==> src/rtl/assert_macros.svh <==
// ---------------------------------------------------------------------------
// Assertion macros
// Concurrent assertion shorthands shared by the RTL. Define NO_ASSERTIONS to
// compile them away.
// ---------------------------------------------------------------------------
`ifndef ASSERT_MACROS_SVH
`define ASSERT_MACROS_SVH
`ifndef NO_ASSERTIONS
`define ASSERT_ALWAYS(lbl, clk, rst, expr, msg) \
  lbl: assert property (@(posedge clk) disable iff (rst) (expr)) else $error(msg);
`define ASSERT_IMPLY(lbl, clk, rst, ante, cons, msg) \
  lbl: assert property (@(posedge clk) disable iff (rst) (ante) |-> (cons)) else $error(msg);
`else
`define ASSERT_ALWAYS(lbl, clk, rst, expr, msg)
`define ASSERT_IMPLY(lbl, clk, rst, ante, cons, msg)
`endif
`endif

==> src/rtl/tcc_pkg.sv <==
// ---------------------------------------------------------------------------
// Triangle circumcircle package
// Shared widths, parameter defaults and the control word carried by cells.
// ---------------------------------------------------------------------------
package tcc_pkg;

  localparam int COORD_WIDTH_DEF = 12;
  localparam int FRAC_BITS_DEF   = 8;

  // Output word width and squared radius width.
  localparam int OUT_WIDTH  = 32;
  localparam int RAD_WIDTH  = 2 * OUT_WIDTH;
  localparam int ROOT_STEPS = OUT_WIDTH;

  // Centre offset is clamped to +-2^REL_LIM_LOG2 and held signed.
  localparam int REL_LIM_LOG2 = 48;
  localparam int REL_WIDTH    = REL_LIM_LOG2 + 2;

  // Divider widths at the default coordinate width.
  localparam int DEN_W_DEF = 2 * COORD_WIDTH_DEF + 2;
  localparam int QUO_W_DEF = 3 * COORD_WIDTH_DEF + 2 + FRAC_BITS_DEF;

  // Control word that travels alongside each beat.
  typedef struct packed {
    logic valid;
    logic deg;
    logic negx;
    logic negy;
    logic sat;
    logic big;
  } tcc_ctl_t;

endpackage

==> src/rtl/tcc_div_cell.sv <==
// ---------------------------------------------------------------------------
// Divider cell
// One restoring division step for the x and y quotients, registered.
// ---------------------------------------------------------------------------
module tcc_div_cell #(
  parameter int DEN_W   = tcc_pkg::DEN_W_DEF,
  parameter int QUO_W   = tcc_pkg::QUO_W_DEF,
  parameter int COORD_W = tcc_pkg::COORD_WIDTH_DEF
) (
  input  logic                       clk,
  input  logic                       rst,
  input  logic                       en,
  input  tcc_pkg::tcc_ctl_t          ctl_in,
  input  logic [DEN_W-1:0]           den_in,
  input  logic [DEN_W-1:0]           remx_in,
  input  logic [DEN_W-1:0]           remy_in,
  input  logic [QUO_W-1:0]           workx_in,
  input  logic [QUO_W-1:0]           worky_in,
  input  logic signed [COORD_W-1:0]  ax_in,
  input  logic signed [COORD_W-1:0]  ay_in,
  output tcc_pkg::tcc_ctl_t          ctl_out,
  output logic [DEN_W-1:0]           den_out,
  output logic [DEN_W-1:0]           remx_out,
  output logic [DEN_W-1:0]           remy_out,
  output logic [QUO_W-1:0]           workx_out,
  output logic [QUO_W-1:0]           worky_out,
  output logic signed [COORD_W-1:0]  ax_out,
  output logic signed [COORD_W-1:0]  ay_out
);
  import tcc_pkg::*;

  logic [DEN_W:0] shx, shy, difx, dify;
  logic           qbx, qby;

  // Bring down the next dividend bit and try the subtraction.
  always_comb begin
    shx  = {remx_in, workx_in[QUO_W-1]};
    shy  = {remy_in, worky_in[QUO_W-1]};
    difx = shx - {1'b0, den_in};
    dify = shy - {1'b0, den_in};
    qbx  = (shx >= {1'b0, den_in});
    qby  = (shy >= {1'b0, den_in});
  end

  // Control word.
  always_ff @(posedge clk) begin
    if (rst) begin
      ctl_out <= '0;
    end else if (en) begin
      ctl_out <= ctl_in;
    end
  end

  // Partial remainders; quotient bits shift in behind the dividend.
  always_ff @(posedge clk) begin
    if (en) begin
      den_out   <= den_in;
      remx_out  <= qbx ? difx[DEN_W-1:0] : shx[DEN_W-1:0];
      remy_out  <= qby ? dify[DEN_W-1:0] : shy[DEN_W-1:0];
      workx_out <= {workx_in[QUO_W-2:0], qbx};
      worky_out <= {worky_in[QUO_W-2:0], qby};
      ax_out    <= ax_in;
      ay_out    <= ay_in;
    end
  end

endmodule

==> config.mk <==
export PLATFORM = sky130hd
export DESIGN_NAME = tcc_div_cell
export DESIGN_NICKNAME = d
export VERILOG_FILES = /design/src/rtl/assert_macros.svh /design/src/rtl/tcc_pkg.sv /design/src/rtl/tcc_div_cell.sv
export SDC_FILE = /design/constraint.sdc
export NUM_CORES = 1
export LEC_CHECK = 0
export ABC_CLOCK_PERIOD_IN_PS = 4800
export BUFFER_PORTS_ARGS = -buffer_cell sky130_fd_sc_hd__buf_2
export CORE_ASPECT_RATIO = 0.7
export CORE_MARGIN = 8
export CORE_UTILIZATION = 52
export CTS_CLUSTER_DIAMETER = 30
export DETAILED_ROUTE_END_ITERATION = 12
export GPL_ROUTABILITY_DRIVEN = 0
export PLACE_DENSITY = 0.86
export SETUP_SLACK_MARGIN = 0.5
export SLEW_MARGIN = 0
export SYNTH_ARGS = -nofsm -noshare
export SYNTH_HDL_FRONTEND = slang
export SYNTH_SLANG_ARGS = --single-unit
==> constraint.sdc <==
create_clock -name clk -period 4.8 [get_ports clk]
set_input_delay 0.48 -clock clk [delete_from_list [all_inputs] [get_ports clk]]
set_output_delay 0.48 -clock clk [all_outputs]
set_load 0.01 [all_outputs]
==> impl_metrics.py <==
metrics = {
    "setup_path": {
        "max_stage_delay_ps": 770,
        "cp.arrival_ps": 3410,
        "crit_type": "in -> reg",
        "endpoint_kind": "flop",
        "cp-start-kind": "input port",
        "critical_path_required_ps": 4990,
        "path_cells": "buf_2 > inv_1 > ha_1 > nor2b_1 > o2111ai_1 > a211oi_2 > o21bai_2 > o211ai_2 > a21oi_2 > o21ai_4 > mux2_2",
        "critPathMaxFanout": 26,
        "cpMaxStageDelayCell": "o21ai_4",
    },
    "yosys": {
        "synth_warnings": 0,
        "synthCells": 713,
        "synthArstFlopShare_pct": 0,
        "syn_avg_cell_area_um2": 13.6,
        "synth_area_um2": 9670,
        "synth_seq_area_share_pct": 61.5,
        "syn_nets": 970,
        "synth_ff_type": "edfxtp_1",
        "synth-seq-cells": 200,
        "synth_edf_count": 194,
        "synth_cell_type_count": 77,
    },
    "detailed_routing": {
        "drtIter0Drc": 889,
        "dr.pass1.iters": 5,
        "wl_mm": 31.4,
        "wire_per_inst_um": 23.0,
        "num_vias": 7807,
        "drc": 0,
        "ant_nets": 0,
        "via_per_inst": 5.70,
    },
    "floorplanning": {
        "io-pin-count": 403,
        "die-area_um2": 23300,
        "rows": 41,
        "die_w_um": 179,
        "fp.dieH_um": 130,
        "core_area_um2": 18100,
        "initial_core_util_pct": 53.4,
    },
    "flow_run": {
        "maxCapViolCount": 0,
    },
    "timing": {
        "setup-violations-final": 0,
        "relSlewSlack_pct": 36.1,
        "final_max_slew_viol_count": 0,
        "tns_ps": 0,
        "layout_min_cycle_time_ps": 3220,
        "finalHoldViolations": 0,
        "max_freq_ghz": 0.311,
        "worst_pin_slew_ps": 955,
        "rsz0062_at_grt": "false",
        "period_share_pct": 67.0,
        "clock_skew_ps": 0,
    },
    "layout": {
        "drive_gt1_share_pct": 41.2,
        "syn2layout_area_growth_pct": 29.4,
        "post-route-cell-area_um2": 12500,
        "final_cells": 1369,
        "nNetsFinal": 1373,
    },
    "power": {
        "leakage_nw": 5.59,
        "ir_drop_mv": 0.186,
        "p_per_area_nw_per_um2": 368,
    },
    "cts": {
        "cts_max_level": 4,
        "hold_buffers": 0,
        "cts_made_buffers": 17,
        "numClockSinks": 200,
        "post_cts_buffers": 0,
        "cts_root_buf": "clkbuf_16",
        "clk_pin_slew_worst_paths_ps": 90,
        "cts_buffer_depth": 2,
        "tritoncts": "built",
        "ctsResizeCount": 0,
        "clock_latency_ps": 430,
    },
    "place": {
        "place_inst": 1333,
        "io_buffers": 402,
        "postPlaceCellArea_um2": 11900,
        "post-dp-hpwl_mm": 25.3,
    },
    "global_routing": {
        "antenna_found_initial": 3,
        "grt_overflow": 0,
        "grt_first_pass_wirelength_mm": 44.3,
        "grt_usage_pct": 25.5,
        "first_global_vias": 7565,
        "grt_start_max_net_pins": 126,
    },
    "outcome": {
        "status": "finished clean",
    },
    "worst_hold_path": {
        "hold_path_class": "in -> reg",
    },
}
logic make-up after synthesis:
logic type	share of synthesized area, %
adder cells (fa/ha/maj)	7.14
multiplexers	4.90
AO/OA/AOI/OAI	12.5
AND/OR/NAND/NOR	7.03
XOR/XNOR	3.89
flip-flops	61.5
buffers and inverters	3.04
area by class of cell:
cell class | count | area, µm²
clock buffers | 18 | 429
fillers | 1326 | 5590
repair buffers | 405 | 2060
clock inverters | 14 | 178
inverters | 46 | 173
well taps | 236 | 295
flip-flops and latches | 200 | 5950
diodes | 4 | 10.0
multi-input cells | 446 | 3430
final timing paths:
kind                            depth (start not counted)         start  slack, ps             to
worst max-delay path                                   11     den_in[1]       1580   remx_out[25]
worst min-delay path                                    1  worky_in[19]        200  worky_out[20]
worst max register to register                          2    ctl_out[4]       4170     ctl_out[4]
worst min register to register                          2    ctl_out[3]        510     ctl_out[3]
metrics by stage:
| step | power (mW) | worst slack (ps) | util, % | hold slack [ps] |
|---|---|---|---|---|
| after detailed placement | 3.17 | 1170 | 65.7 | 482 |
| after floorplan | 2.74 | 1840 | - | 528 |
| after global routing | 4.78 | 1410 | 69.1 | 196 |
| after CTS | 4.62 | 1640 | 69.1 | 194 |
| after global placement | 3.15 | 1280 | 65.7 | 470 |
| final | 4.61 | 1580 | 69.1 | 205 |
cell usage after synthesis, types with 3 or more instances:
library cell,count,area [µm²]
inv_1,45,169
mux2i_1,11,110
o221ai_1,3,26.3
xor2_1,15,131
a21oi_1,49,245
nor3_1,5,25.0
nor2b_1,3,18.8
edfxtp_1,194,5830
o21ai_1,7,35.0
and3_1,6,37.5
or2_2,3,18.8
o21bai_1,5,37.5
o21ai_0,15,75.1
nand4_1,8,50.1
buf_2,6,30.0
and2_1,3,18.8
a21o_1,24,180
nand3_1,13,65.1
a211oi_1,7,52.6
nand2_1,37,139
a2111oi_0,4,35.0
ha_1,52,651
nor2_1,42,158
a41oi_1,3,26.3
buf_4,4,30.0
or3_1,3,18.8
clkbuf_1,8,30.0
dfxtp_1,6,120
o21a_1,4,30.0
a31oi_1,7,43.8
o31ai_1,4,30.0
xnor2_1,28,245
a21oi_2,3,26.3
o211ai_1,4,30.0
mux2_2,5,56.3
mux2_1,26,293
o211a_1,3,30.0
cell usage in the layout, fill, tap and decap left out, types with 5 or more instances in the layout:
cell / instances
buf_2: 401
edfxtp_1: 194
ha_1: 52
a21oi_1: 49
inv_1: 45
nor2_1: 42
nand2_1: 37
xnor2_1: 28
mux2_1: 26
a21o_1: 24
clkbuf_16: 17
o21ai_0: 15
xor2_1: 15
nand3_1: 13
mux2i_1: 11
nand4_1: 8
a31oi_1: 7
o21ai_1: 7
a211oi_1: 7
and3_1: 6
dfxtp_1: 6
o21bai_1: 5
mux2_2: 5
nor3_1: 5
clkinv_8: 5
critical path, delay by kind of cell:
| kind | cells | cell delay (ps) |
|---|---|---|
| AO/OA/AOI/OAI | 6 | 1730 |
| adder cells (fa/ha/maj) | 1 | 340 |
| buffers and inverters | 2 | 220 |
| multiplexers | 1 | 420 |
| AND/OR/NAND/NOR | 1 | 210 |
layer usage:
metal / up-vias / global-route usage [%] / share of wire [%] / wire length [µm]
met5: - / 0 / 0 / 0
met2: 479 / 40.4 / 48 / 15100
met4: 0 / 7.85 / 2.0 / 637
met1: 3751 / 33.8 / 39 / 12300
li1: 3526 / - / - / -
met3: 51 / 6.93 / 11 / 3400
power by group:
part           leakage [nW]  total (mW)  internal, mW  switching [mW]
clock network         0.292        1.46         0.712           0.748
logic                  3.35       0.977         0.405           0.572
registers              1.95        2.17          2.12          0.0496
state kept, by name (all words and copies together), names as in the netlist:
signal	cells
remy_out	26
ax_out	12
workx_out	46
remx_out	26
ay_out	12
den_out	26
ctl_out	6
worky_out	46
Note: power is estimated with default switching activity, not from simulation.
