## config.mk

```make
export PLATFORM = sky130hd
export DESIGN_NAME = tcc_sqrt_cell
export DESIGN_NICKNAME = d
export VERILOG_FILES = /design/src/rtl/assert_macros.svh /design/src/rtl/tcc_pkg.sv /design/src/rtl/tcc_sqrt_cell.sv
export SDC_FILE = /design/constraint.sdc
export NUM_CORES = 1
export LEC_CHECK = 0
export BUFFER_PORTS_ARGS = -buffer_cell sky130_fd_sc_hd__buf_2
export CAP_MARGIN = 10
export CORE_MARGIN = 2
export CORE_UTILIZATION = 48
export CTS_CLUSTER_SIZE = 25
export DETAILED_ROUTE_END_ITERATION = 10
export PLACE_DENSITY = 0.78
export SYNTH_ARGS = -nofsm -noshare
export SYNTH_HDL_FRONTEND = slang
export SYNTH_SLANG_ARGS = --single-unit
```

## constraint.sdc

```tcl
create_clock -name clk -period 5.32 [get_ports clk]
set_input_delay 0.798 -clock clk [delete_from_list [all_inputs] [get_ports clk]]
set_output_delay 0.798 -clock clk [all_outputs]
set_load 0.05 [all_outputs]
```

## src/rtl/assert_macros.svh

```systemverilog
// ---------------------------------------------------------------------------
// Assertion macros
// Concurrent assertion shorthands shared by the RTL. Define NO_ASSERTIONS to
// compile them away.
// ---------------------------------------------------------------------------
`ifndef ASSERT_MACROS_SVH
`define ASSERT_MACROS_SVH
`ifndef NO_ASSERTIONS
`define ASSERT_ALWAYS(lbl, clk, rst, expr, msg) \
  lbl: assert property (@(posedge clk) disable iff (rst) (expr)) else $error(msg);
`define ASSERT_IMPLY(lbl, clk, rst, ante, cons, msg) \
  lbl: assert property (@(posedge clk) disable iff (rst) (ante) |-> (cons)) else $error(msg);
`else
`define ASSERT_ALWAYS(lbl, clk, rst, expr, msg)
`define ASSERT_IMPLY(lbl, clk, rst, ante, cons, msg)
`endif
`endif

```

## src/rtl/tcc_pkg.sv

```systemverilog
// ---------------------------------------------------------------------------
// Triangle circumcircle package
// Shared widths, parameter defaults and the control word carried by cells.
// ---------------------------------------------------------------------------
package tcc_pkg;

  localparam int COORD_WIDTH_DEF = 12;
  localparam int FRAC_BITS_DEF   = 8;

  // Output word width and squared radius width.
  localparam int OUT_WIDTH  = 32;
  localparam int RAD_WIDTH  = 2 * OUT_WIDTH;
  localparam int ROOT_STEPS = OUT_WIDTH;

  // Centre offset is clamped to +-2^REL_LIM_LOG2 and held signed.
  localparam int REL_LIM_LOG2 = 48;
  localparam int REL_WIDTH    = REL_LIM_LOG2 + 2;

  // Divider widths at the default coordinate width.
  localparam int DEN_W_DEF = 2 * COORD_WIDTH_DEF + 2;
  localparam int QUO_W_DEF = 3 * COORD_WIDTH_DEF + 2 + FRAC_BITS_DEF;

  // Control word that travels alongside each beat.
  typedef struct packed {
    logic valid;
    logic deg;
    logic negx;
    logic negy;
    logic sat;
    logic big;
  } tcc_ctl_t;

endpackage

```

## src/rtl/tcc_sqrt_cell.sv

```systemverilog
// ---------------------------------------------------------------------------
// Square root cell
// One digit step of the integer square root of the squared radius.
// ---------------------------------------------------------------------------
module tcc_sqrt_cell #(
  parameter int STEP = 0
) (
  input  logic                                 clk,
  input  logic                                 rst,
  input  logic                                 en,
  input  tcc_pkg::tcc_ctl_t                    ctl_in,
  input  logic [tcc_pkg::RAD_WIDTH-1:0]        s_in,
  input  logic [tcc_pkg::RAD_WIDTH-1:0]        res_in,
  input  logic [tcc_pkg::OUT_WIDTH-1:0]        cx_in,
  input  logic [tcc_pkg::OUT_WIDTH-1:0]        cy_in,
  output tcc_pkg::tcc_ctl_t                    ctl_out,
  output logic [tcc_pkg::RAD_WIDTH-1:0]        s_out,
  output logic [tcc_pkg::RAD_WIDTH-1:0]        res_out,
  output logic [tcc_pkg::OUT_WIDTH-1:0]        cx_out,
  output logic [tcc_pkg::OUT_WIDTH-1:0]        cy_out
);
  import tcc_pkg::*;

  localparam logic [RAD_WIDTH-1:0] BIT_VAL = RAD_WIDTH'(1) << (2 * STEP);

  logic [RAD_WIDTH:0] trial;
  logic               take;

  // Try to take the current digit.
  always_comb begin
    trial = {1'b0, res_in} + {1'b0, BIT_VAL};
    take  = ({1'b0, s_in} >= trial);
  end

  // Control word.
  always_ff @(posedge clk) begin
    if (rst) begin
      ctl_out <= '0;
    end else if (en) begin
      ctl_out <= ctl_in;
    end
  end

  // Remaining radicand and partial root.
  always_ff @(posedge clk) begin
    if (en) begin
      s_out   <= take ? s_in - trial[RAD_WIDTH-1:0] : s_in;
      res_out <= take ? (res_in >> 1) + BIT_VAL : res_in >> 1;
      cx_out  <= cx_in;
      cy_out  <= cy_in;
    end
  end

endmodule

```

==> results of run 1 <==
flip-flops by register name, indices dropped and copies added (netlist names):
signal,flops
res_out,64
ctl_out,6
s_out,64
cx_out,32
cy_out,32
worst max-delay path by stage:
stage,depth (start not counted),from,to,slack (ns)
2_1_floorplan,20,res_in[7],s_out[33]$_DFFE_PP_,0.06
3_3_place_gp,22,res_in[10],res_out[49]$_DFFE_PP_,-0.46
3_5_place_dp,22,res_in[10],res_out[49]$_DFFE_PP_,-0.48
4_1_cts,23,res_in[10],s_out[1]$_DFFE_PP_,0.03
5_1_grt,23,res_in[1],s_out[26]$_DFFE_PP_,-0.09
6_report,22,res_in[1],s_out[26]$_DFFE_PP_,0.13
metal layers:
metal / vias to the layer above / wire (µm) / GRT usage (%)
met4: 6 / 2120 / 14.0
met2: 674 / 24600 / 57.9
li1: 5975 / - / -
met5: - / 46 / 0
met3: 119 / 3570 / 5.10
met1: 6076 / 18900 / 38.6
critical path, delay by kind of cell:
family          cells  cell delay [ns]
compound gates      2             0.43
xor+xnor            1             0.12
fa+ha+maj           2             0.57
buf+inv             6             0.86
mux                 1             0.36
simple gates       10             2.23
cells by family (layout without fill, tap and decap cells):
| family | count (synthesis) | count (layout) | synth area share [%] |
|---|---|---|---|
| AND/OR/NAND/NOR | 458 | 458 | 17.4 |
| AO/OA/AOI/OAI | 232 | 233 | 11.2 |
| flip-flops | 198 | 198 | 45.0 |
| XOR/XNOR | 181 | 181 | 12.1 |
| buffers and inverters | 78 | 746 | 2.83 |
| adder cells (fa/ha/maj) | 67 | 67 | 6.47 |
| multiplexers | 50 | 50 | 4.88 |
| other | 0 | 1 | 0 |
what timing repair did:
item | CTS | global route
endpoints found under the setup margin | 6 | 126
pin swaps | 1 | 9
setup buffers | 0 | 12
resized for setup | 3 | 17
cloned | 0 | 6
layout make-up:
class / instances / area share [%]
antenna: 1 / 0.0136
clock inverter: 15 / 1.15
multi-input combinational: 989 / 37.8
sequential: 198 / 32.1
timing repair buffer: 695 / 23.9
tap: 341 / 2.32
inverter: 19 / 0.389
clock buffer: 17 / 2.32
power by group through the flow:
stage | Combinational (mW) | Sequential (mW) | Clock, mW
finish | 1.91 | 1.95 | 1.39
global route | 2.00 | 1.96 | 1.45
CTS | 1.84 | 1.95 | 1.40
detailed placement | 1.83 | 1.98 | 0
global placement | 1.82 | 1.98 | 0
floorplan | 0.621 | 2.53 | 0
cells in the final DEF (no fill, tap or decap), types with 8 or more instances in the layout:
cell type    n
buf_2      397
inv_1       19
o21bai_1     9
buf_4      286
o21ai_0     55
nand2b_1    13
o211ai_1     9
nand4_1     46
nand3_1     73
nor2b_1      9
ha_1        65
xor2_1      66
clkbuf_16   22
a31oi_1      9
a21oi_1     67
edfxtp_1   192
nor3_1      23
o31ai_1      8
nand2_1    128
a21o_1      27
or3_1       13
nor2_1      80
mux2_4      22
mux2_2      22
and3_1      22
xnor2_1    114
synthesized netlist by cell type (19+ instances only):
library cell / number
edfxtp_1: 192
nand2_1: 129
xnor2_1: 115
nor2_1: 86
nand3_1: 74
a21oi_1: 67
ha_1: 66
xor2_1: 66
o21ai_0: 55
nand4_1: 46
clkbuf_1: 29
a21o_1: 27
nor3_1: 24
and3_1: 22
mux2_2: 22
mux2_4: 22
buf_2: 19
inv_1: 19
==> impl_results.md, run 1 <==
* Outcome: completed
* First-pass GRT wire length at 69.5 mm
* Area contributors post-synth: edfxtp_1 (44%), xnor2_1 (7.7%), ha_1 (6.3%)
* Clock-pin slew on the worst setup and hold paths at approximately 0.09 ns
* Combinational share of power at 36.3%
* CP most frequent cell: buf_4
* Req. time, crit path at 5.54 ns
* Worst Setup Start Kind: primary input
* Layout fillers at 2203
* Max-cap viol count at 0
* WHS Endpoint: cx_out[5]$_DFFE_PP_
* Largest net degree at the start of global routing at between 100 and 150
* Detailed-route wire length at 49.3 mm
* Layout area overhead at 40.5%
* Root buffer cell: clkbuf_16
* Placer Congestion at roughly 1.0
* Core Area at 0.0269 mm²
* Layout Utilization at 68.3%
* Ports at 399
* Crit Path Class: primary input to flip-flop
* Vias in the first global route at 12500
* RR Startpoint: ctl_out[3]$_SDFFE_PP0P_
* Final Hold Vio Count at 0
* Nets at 2188
* Pint at roughly 3.2 mW
* R2R depth at 2
* Setup-failing EPs final at 0
* Syn nets at around 1500
* Initial DRC Count at 1065
* EDFF count, synth at 192
* P_leak at roughly 8 nW
* Worst EP arrival at between 5 and 6 ns
* Fin crit share at ~100%
* Minimum clock period at 5.19 ns
* CTS H-Tree Depth at 4
* Clock buffer depth at 2
* Sequential power share at a little under two fifths
* GRT Total Usage at between 30% and 40%
* Fmax at approximately 0.19 GHz
* Number of CTS-inserted buffers at 17
* Sw frac at 38.5%
* Design Power at 5.25 mW
* Die Ht at 169 µm
* Layout cell share with drive strength beyond 1 at 42.0%
* Slew Viols, Final at 0
* Worst path slowest cell: or4_4
* Total number of vias at 12900
* Worst hold path depth at 1
* Die area at 0.0286 mm²
* Row Count at 60
* Worst slew margin at approximately 48%
* Hold slack final at 0.512 ns
* Top FF cell, synth: edfxtp_1
* Post-route cell area at 0.0184 mm²
* Gr ovfl total at 0
* Post-Syn Area per Cell at 10.3 µm²
* Non-Filler Instances at 2275
* Register Area at 0.00589 mm²
* Cell Pwr Density at 286 mW/mm²
* Synth warn at 0
* Clk sink count at ~200
* FF-to-FF End: ctl_out[3]$_SDFFE_PP0P_
* TritonCTS clock tree: done
* Hold_buf cts at 0
* Reg2reg setup slack at 4.70 ns
* Fin Setup TNS at 0 ns
* Multi-input gate area at 0.00694 mm²
* Peak supply drop at 227 µV
* Sequential area share after synthesis at 45.0%
* Critical Path End Type: flip-flop
* Die width at roughly 170 µm
* Setup ws final at 0.135 ns
* WL/cell at 21.7 µm
* Final ANT Viol Nets at 0
* Synth area leader: edfxtp_1
* Synthesized cell area at 0.0131 mm²
* Antenna violations before repair at 4
* Setup Skew at 0 ns
* Hold path startpoint: cx_in[5]
* Async set-reset flop share out of synthesis at 0%
* Critical path fanouts, max at 11
* Clock share of power at 26.5%
* Hold WC Path Type: primary input to flip-flop
* Measured slew at the worst slew-check pin at 0.786 ns
* Cells after Synth at approximately 1300
* Area of placed instances at 0.0174 mm²
* FF+latch count, synth at approximately 200
* Post-DP HPWL at 39.0 mm
* Distinct cells, synth at 72
* DR vias/cell at 5.65
* Worst path max stage delay at between 0.5 and 0.6 ns
* CP cell instances: buf_2, buf_4, ha_1, and3_2, nand2_1, buf_4, nor2_4, nand4_1, buf_4, nor3b_2, xnor2_1, ha_1, and3_1, nand2_1, nor3_2, nand4_1, or4_4, a21oi_4, o21a_4, buf_12, buf_12, mux2_2
* Pre-CTS setup slack at -0.479 ns
* IO buf count at 398
* P_sw at 2.02 mW
* Clk Latency, worst-skew pair at 0.45 ns
* Top cell type's share of synthesized area at about 44%
* DRC at 0
* Initial Utilization at between 40 and 50%
* Placed cell count at 2224
* Initial DRT Pass Iterations at 6
No activity file was read; power rests on OpenSTA's default activity.
==> run 2: changes to the inputs <==
- ABC_AREA: unset -> 1
- CORE_UTILIZATION: 48 -> 50
==> run 2 against run 1 <==
  * Fmax rose by 6.1%
  * Power up 7.9%
  * Largest cell class unchanged
  * Global-route usage rose by 8.5 points
  * Worst setup slack improved by 0.30 ns
==> impl_results.md, run 2 <==
* Clock buffer depth at 2 (unchanged)
* Postcts setup bufs at 0 (unchanged)
* Commonest non-fill, non-tap cell in the layout: nand2_1
* Cells after Synth at 2557 (+100%)
* First-pass GRT wire length at 107 mm (+53%)
* Area of placed instances at 0.0200 mm² (+15%)
* Post-DP HPWL at 62.6 mm (+60%)
* Measured slew at the worst slew-check pin at 0.890 ns (+0.104 ns)
* Setup ws final at 0.435 ns (+0.300 ns)
* Top FF cell, synth: edfxtp_1
* Setup Skew at 0 ns (unchanged)
* Req. time, crit path at 5.55 ns (about the same)
* Row Count at 67 (+12%)
* Layout fillers at 3152 (+43%)
* Register Area at 0.00589 mm² (unchanged)
* IO buf count at 398 (unchanged)
* CP cell instances: buf_2, ha_1, nand3_1, inv_1, nand2_1, nor2_1, nand2_1, xor2_1, o21ai_0, ha_1, nand2_1, inv_1, nand2_1, nor2_1, nand2_1, nor2_1, nand2_1, nand3_1, nand2_1, nand2_4, nand2_4, buf_12, nand2_1, nand2_1
* Most frequent cells in the layout: nand2_1 (1069), inv_1 (411), buf_2 (397)
* Fmax at 0.205 GHz (+6.1%)
* Hold WC Path Type: flip-flop to flip-flop
* RSZ-0062 raised after global routing: no
* Number of CTS-inserted buffers at 17 (unchanged)
* Final Hold Vio Count at 0 (unchanged)
* Critical Path End Type: flip-flop
* Antenna violations before repair at 0 (-4)
* Core Area at 0.0335 mm² (+25%)
* Hold slack final at 0.463 ns (-0.0494 ns)
* Max-cap viol count at 0 (unchanged)
* Synthesized cell area at 0.0171 mm² (+31%)
* Post-Syn Area per Cell at 6.67 µm² (-35%)
* FF+latch count, synth at 198 (unchanged)
* Worst hold path depth at 2 (+1)
* Layout Utilization at 61.4% (-6.9 points)
* Synth area leader: edfxtp_1
* Nets at 3259 (+49%)
* Critical path fanouts, max at 63 (+52)
* Fin Setup TNS at 0 ns (unchanged)
* Hold_buf cts at 0 (unchanged)
* Worst slew margin at 40.7% (-6.9 points)
* Fin crit share at 91.8% (-5.6 points)
* Multi-input gate area at 0.00928 mm² (+34%)
* TritonCTS clock tree: done
* Number of buffers and inverters on the critical path at 4 (-2)
* Worst Setup Start Kind: primary input
* RR Startpoint: ctl_out[5]$_SDFFE_PP0P_
* Clock-pin slew on the worst setup and hold paths at 0.08 ns (about the same)
* Detailed-route wire length at 73.6 mm (+49%)
* Diode count at 0 (-1)
* EDFF count, synth at 192 (unchanged)
* Initial Utilization at 50.9% (+2.3 points)
* Worst path top cell family by delay: simple AND/OR/NAND/NOR gates
* CP most frequent cell: nand2_1
* Die width at 189 µm (+12%)
* Vias in the first global route at 17900 (+43%)
* Layout area overhead at 20.7%
* Layout cell share with drive strength beyond 1 at 18.4% (-24 points)
* Crit Path Class: primary input to flip-flop
* Root buffer cell: clkbuf_16
* Largest net degree at the start of global routing at 105 (-14%)
* Setup-failing EPs final at 0 (unchanged)
* Slew Viols, Final at 0 (unchanged)
* Post-route cell area at 0.0206 mm² (+12%)
* Post-synth top cells: nand2_1 (1072), inv_1 (411), nor2_1 (207)
* Minimum clock period at 4.89 ns (-0.300 ns)
* Peak supply drop at 244 µV (+7.6%)
* Initial DRC Count at 1751 (+64%)
* CTS H-Tree Depth at 4 (unchanged)
* Distinct cells, synth at 35 (-51%)
* Final ANT Viol Nets at 0 (unchanged)
* Worst path slowest cell: o21ai_0
* CP startpoint: res_in[1]
* Total number of vias at 18900 (+47%)
* Area contributors post-synth: edfxtp_1 (34%), nand2_1 (24%), inv_1 (9.0%)
* R2R depth at 2 (unchanged)
* Most numerous cell in the Yosys netlist: nand2_1
* Placed cell count at 3420 (+54%)
* Gr ovfl total at 0 (unchanged)
* Sequential area share after synthesis at 34.5% (-11 points)
* Clk Latency, worst-skew pair at 0.47 ns (+0.02 ns)
* Hold path startpoint: ctl_out[1]$_SDFFE_PP0P_
* DRC at 0 (unchanged)
* Die area at 0.0356 mm² (+25%)
* Clk sink count at 198 (unchanged)
* GRT Total Usage at 40.8% (+8.5 points)
* Syn nets at 2825 (+84%)
* Cts repair resizes at 0 (-3)
* Async set-reset flop share out of synthesis at 0% (unchanged)
* Worst EP arrival at 5.11 ns (-0.29 ns)
* Non-Filler Instances at 3452 (+52%)
* Ports at 399 (unchanged)
* Design Power at 5.67 mW (+7.9%)
* Initial DRT Pass Iterations at 5 (-1)
* Synth warn at 0 (unchanged)
* Top Registers: res_out: 64 flops, s_out: 64 flops
* Worst path max stage delay at 0.48 ns (-0.10 ns)
* Outcome: completed
* Pre-CTS setup slack at 0.0826 ns (+0.561 ns)
* Cell Pwr Density at 275 mW/mm² (-3.8%)
* Placer Congestion at 1.07 (+6.5%)
* Die Ht at 189 µm (+12%)
* Cell count along the critical path at 24 (+9.1%)
* DR vias/cell at 5.46 (-3.3%)
* Top cell type's share of synthesized area at 33.8% (-10 points)
* WL/cell at 21.3 µm (-1.6%)
* P_leak at 11.0 nW (+39%)
[run 2: power breakdown]
part / internal [mW] / total, mW / switching (mW) / leakage [nW]
Clock: 0.658 / 1.36 / 0.701 / 0.299
Sequential: 1.94 / 1.99 / 0.0550 / 1.92
Combinational: 0.603 / 2.32 / 1.71 / 8.80
[run 2: final cells by class]
cell class              count  area share [%]
clock buffers              18            2.19
repair buffers            470            13.2
clock inverters            14           0.705
flip-flops and latches    198            28.6
well taps                 448            2.72
inverters                 413            7.53
multi-input cells        1891            45.1
[run 2: worst min-delay path, stage by stage (launching register included)]
cell and delay, ns:
dfxtp_1 0.31, nand2_1 0.06, a21oi_1 0.05
[run 2: final timing paths]
check                                 end  slack [ns]
setup / recovery    res_out[22]$_DFFE_PP_        0.43
hold / removal    ctl_out[1]$_SDFFE_PP0P_        0.46
setup reg to reg  ctl_out[5]$_SDFFE_PP0P_        4.73
hold reg to reg   ctl_out[1]$_SDFFE_PP0P_        0.46
[run 2: cells by family (layout without fill, tap and decap cells)]
| kind of cell | Yosys count | in the layout | share of synthesized area (%) |
|---|---|---|---|
| flip-flops | 198 | 198 | 34.5 |
| buffers and inverters | 468 | 915 | 11.3 |
| AO/OA/AOI/OAI | 59 | 59 | 1.77 |
| adder cells (fa/ha/maj) | 67 | 67 | 4.96 |
| XOR/XNOR | 152 | 152 | 7.80 |
| AND/OR/NAND/NOR | 1613 | 1613 | 39.7 |
[run 2: layer usage]
layer,up-vias,routed length (µm),GRT usage (%)
met2,1068,35700,72.3
met4,0,5530,26.2
met5,-,0,0
met1,8677,26400,45.9
met3,266,5940,6.13
li1,8843,-,-
==> run 3: changes to the inputs <==
- CORE_ASPECT_RATIO: unset -> 0.75
- TNS_END_PERCENT: unset -> 10
==> run 3 against run 2 <==
  * Critical path depth fell by 1
  * Fmax down 3.7%
  * Die area is essentially flat
  * Critical path type unchanged
  * Core utilization is 0.67 points lower
  * Clock skew did not move
  * Global-route usage fell by 0.29 points
  * Largest cell class unchanged
  * Critical endpoint is now s_out[0]$_DFFE_PP_
  * Final area is 0.90% lower
  * Clock-buffer cell count fell by 1
  * First-iteration DRC count up 47%
==> impl_results.md, run 3 (synthesized netlist as in run 2, its figures left out) <==
* Non-Filler Instances at 3434 (-0.52%)
* Placed cell count at 3402 (-0.53%)
* Critical Path End Type: flip-flop
* Row Count at 58 (-13%)
* Clk sink count at 198 (unchanged)
* Fmax at 0.197 GHz (-3.7%)
* CTS H-Tree Depth at 4 (unchanged)
* P_leak at 10.9 nW (-1.0%)
* Hold WC Path Type: flip-flop to flip-flop
* Measured slew at the worst slew-check pin at 0.918 ns (+0.0285 ns)
* Setup-failing EPs final at 0 (unchanged)
* Max-cap viol count at 0 (unchanged)
* Vias in the first global route at 16800 (-6.0%)
* WHS Endpoint: ctl_out[2]$_SDFFE_PP0P_
* Number of CTS-inserted buffers at 17 (unchanged)
* Layout Utilization at 60.7% (-0.67 points)
* Cell Pwr Density at 276 mW/mm² (+0.34%)
* Initial DRC Count at 2578 (+47%)
* Diode count at 0 (unchanged)
* Initial Utilization at 50.8% (-0.10 points)
* Die Ht at 164 µm (-13%)
* Peak supply drop at 187 µV (-23%)
* Clock buffer depth at 2 (unchanged)
* Fin crit share at 95.4% (+3.5 points)
* Design Power at 5.64 mW (-0.56%)
* First-pass GRT wire length at 105 mm (-1.5%)
* Die width at 217 µm (+15%)
* Area of placed instances at 0.0198 mm² (-1.1%)
* Final Hold Vio Count at 0 (unchanged)
* Commonest non-fill, non-tap cell in the layout: nand2_1
* WL/cell at 21.4 µm (+0.52%)
* Clock-pin slew on the worst setup and hold paths at 0.09 ns (about the same)
* FF-to-FF End: ctl_out[0]$_SDFFE_PP0P_
* Largest net degree at the start of global routing at 104 (-0.95%)
* Outcome: completed
* Core Area at 0.0336 mm² (+0.20%)
* Worst hold path depth at 2 (unchanged)
* Setup Skew at 0 ns (unchanged)
* Hold path startpoint: ctl_out[2]$_SDFFE_PP0P_
* Req. time, crit path at 5.65 ns (+0.10 ns)
* Clk Latency, worst-skew pair at 0.46 ns (about the same)
* Layout cell share with drive strength beyond 1 at 17.8% (-0.55 points)
* Slew Viols, Final at 0 (unchanged)
* Layout area overhead at 19.6%
* Reg2reg setup slack at 4.67 ns (-0.06 ns)
* Critical path fanouts, max at 29 (-54%)
* Cts repair resizes at 0 (unchanged)
* Top Registers: res_out: 64 flops, s_out: 64 flops
* Gr ovfl total at 0 (unchanged)
* Post-route cell area at 0.0204 mm² (-0.90%)
* Total number of vias at 18800 (-0.24%)
* GRT Total Usage at 40.5% (-0.29 points)
* Fin Setup TNS at 0 ns (unchanged)
* Hold slack final at 0.477 ns (+0.0137 ns)
* Setup ws final at 0.247 ns (-0.188 ns)
* RSZ-0062 raised after global routing: no
* RR Startpoint: ctl_out[0]$_SDFFE_PP0P_
* Most frequent cells in the layout: nand2_1 (1069), inv_1 (411), buf_2 (397)
* Nets at 3239 (-0.61%)
* Ports at 399 (unchanged)
* Post-DP HPWL at 62.3 mm (-0.42%)
* Worst Setup Start Kind: primary input
* Worst slew margin at 38.8% (-1.9 points)
* Die area at 0.0356 mm² (about the same)
* Worst EP arrival at 5.40 ns (+0.29 ns)
* Minimum clock period at 5.07 ns (+0.188 ns)
* Detailed-route wire length at 73.6 mm (about the same)
* Pre-CTS setup slack at 0.102 ns (+0.0193 ns)
* TritonCTS clock tree: done
* Crit Path Class: primary input to flip-flop
* Root buffer cell: clkbuf_16
* Initial DRT Pass Iterations at 7 (+2)
* R2R depth at 2 (unchanged)
* IO buf count at 398 (unchanged)
* Hold_buf cts at 0 (unchanged)
* DRC at 0 (unchanged)
* Postcts setup bufs at 0 (unchanged)
* Antenna violations before repair at 0 (unchanged)
* Final ANT Viol Nets at 0 (unchanged)
* Placer Congestion at 1.10 (+2.4%)
* DR vias/cell at 5.48 (+0.28%)
[run 3: cell count changes in the layout (fill, tap and decap cells not counted), moves of 2 or more]
| cell | delta |
|---|---|
| buf_4 | -15 |
| buf_12 | -5 |
| clkinv_8 | +4 |
| inv_4 | -2 |
| inv_8 | -2 |
[run 3: how the worst max path moves through the flow]
stage          startpoint                    end  slack (ns)  cells past startpoint
2_1_floorplan   res_in[1]  res_out[45]$_DFFE_PP_        1.30                     25
3_5_place_dp    res_in[1]    s_out[36]$_DFFE_PP_        0.10                     23
4_1_cts         res_in[1]     s_out[0]$_DFFE_PP_        0.55                     23
6_report        res_in[1]     s_out[0]$_DFFE_PP_        0.25                     23
5_1_grt         res_in[1]     s_out[9]$_DFFE_PP_        0.11                     23
3_3_place_gp    res_in[1]    s_out[30]$_DFFE_PP_        0.17                     23
[run 3: layer usage]
metal | GRT usage (%) | up-vias | wire, µm
li1 | - | 8806 | -
met3 | 11.2 | 117 | 10000
met4 | 11.2 | 0 | 2050
met1 | 59.8 | 8540 | 32000
met2 | 57.7 | 1345 | 29500
met5 | 0 | - | 0
[run 3: critical path: stages]
cell and delay, ns:
buf_2 0.19, ha_1 0.40, nand3_1 0.26, inv_1 0.19
nand2_1 0.17, nor2_1 0.38, nand2_1 0.26, xor2_1 0.40
ha_1 0.27, nand2_1 0.12, nor2_1 0.21, inv_1 0.07
nor2_1 0.29, nand2_1 0.17, nor2_1 0.15, nand2_1 0.07
nand3_1 0.10, nand2_1 0.10, nand2_4 0.12, buf_4 0.23
buf_12 0.20, nand3b_1 0.12, nand2_1 0.10
[run 3: final cells by class]
| class | instances | area (µm²) |
|---|---|---|
| tap | 450 | 563 |
| multi-input combinational | 1891 | 9280 |
| inverter | 413 | 1550 |
| sequential | 198 | 5890 |
| clock buffer | 17 | 425 |
| timing repair buffer | 450 | 2500 |
| fill | 3119 | 13200 |
| clock inverter | 15 | 195 |
[run 3: power by group]
part	switching (mW)	internal (mW)
sequential	0.0602	1.94
combinational	1.68	0.570
clock	0.744	0.648
total	2.48	3.15
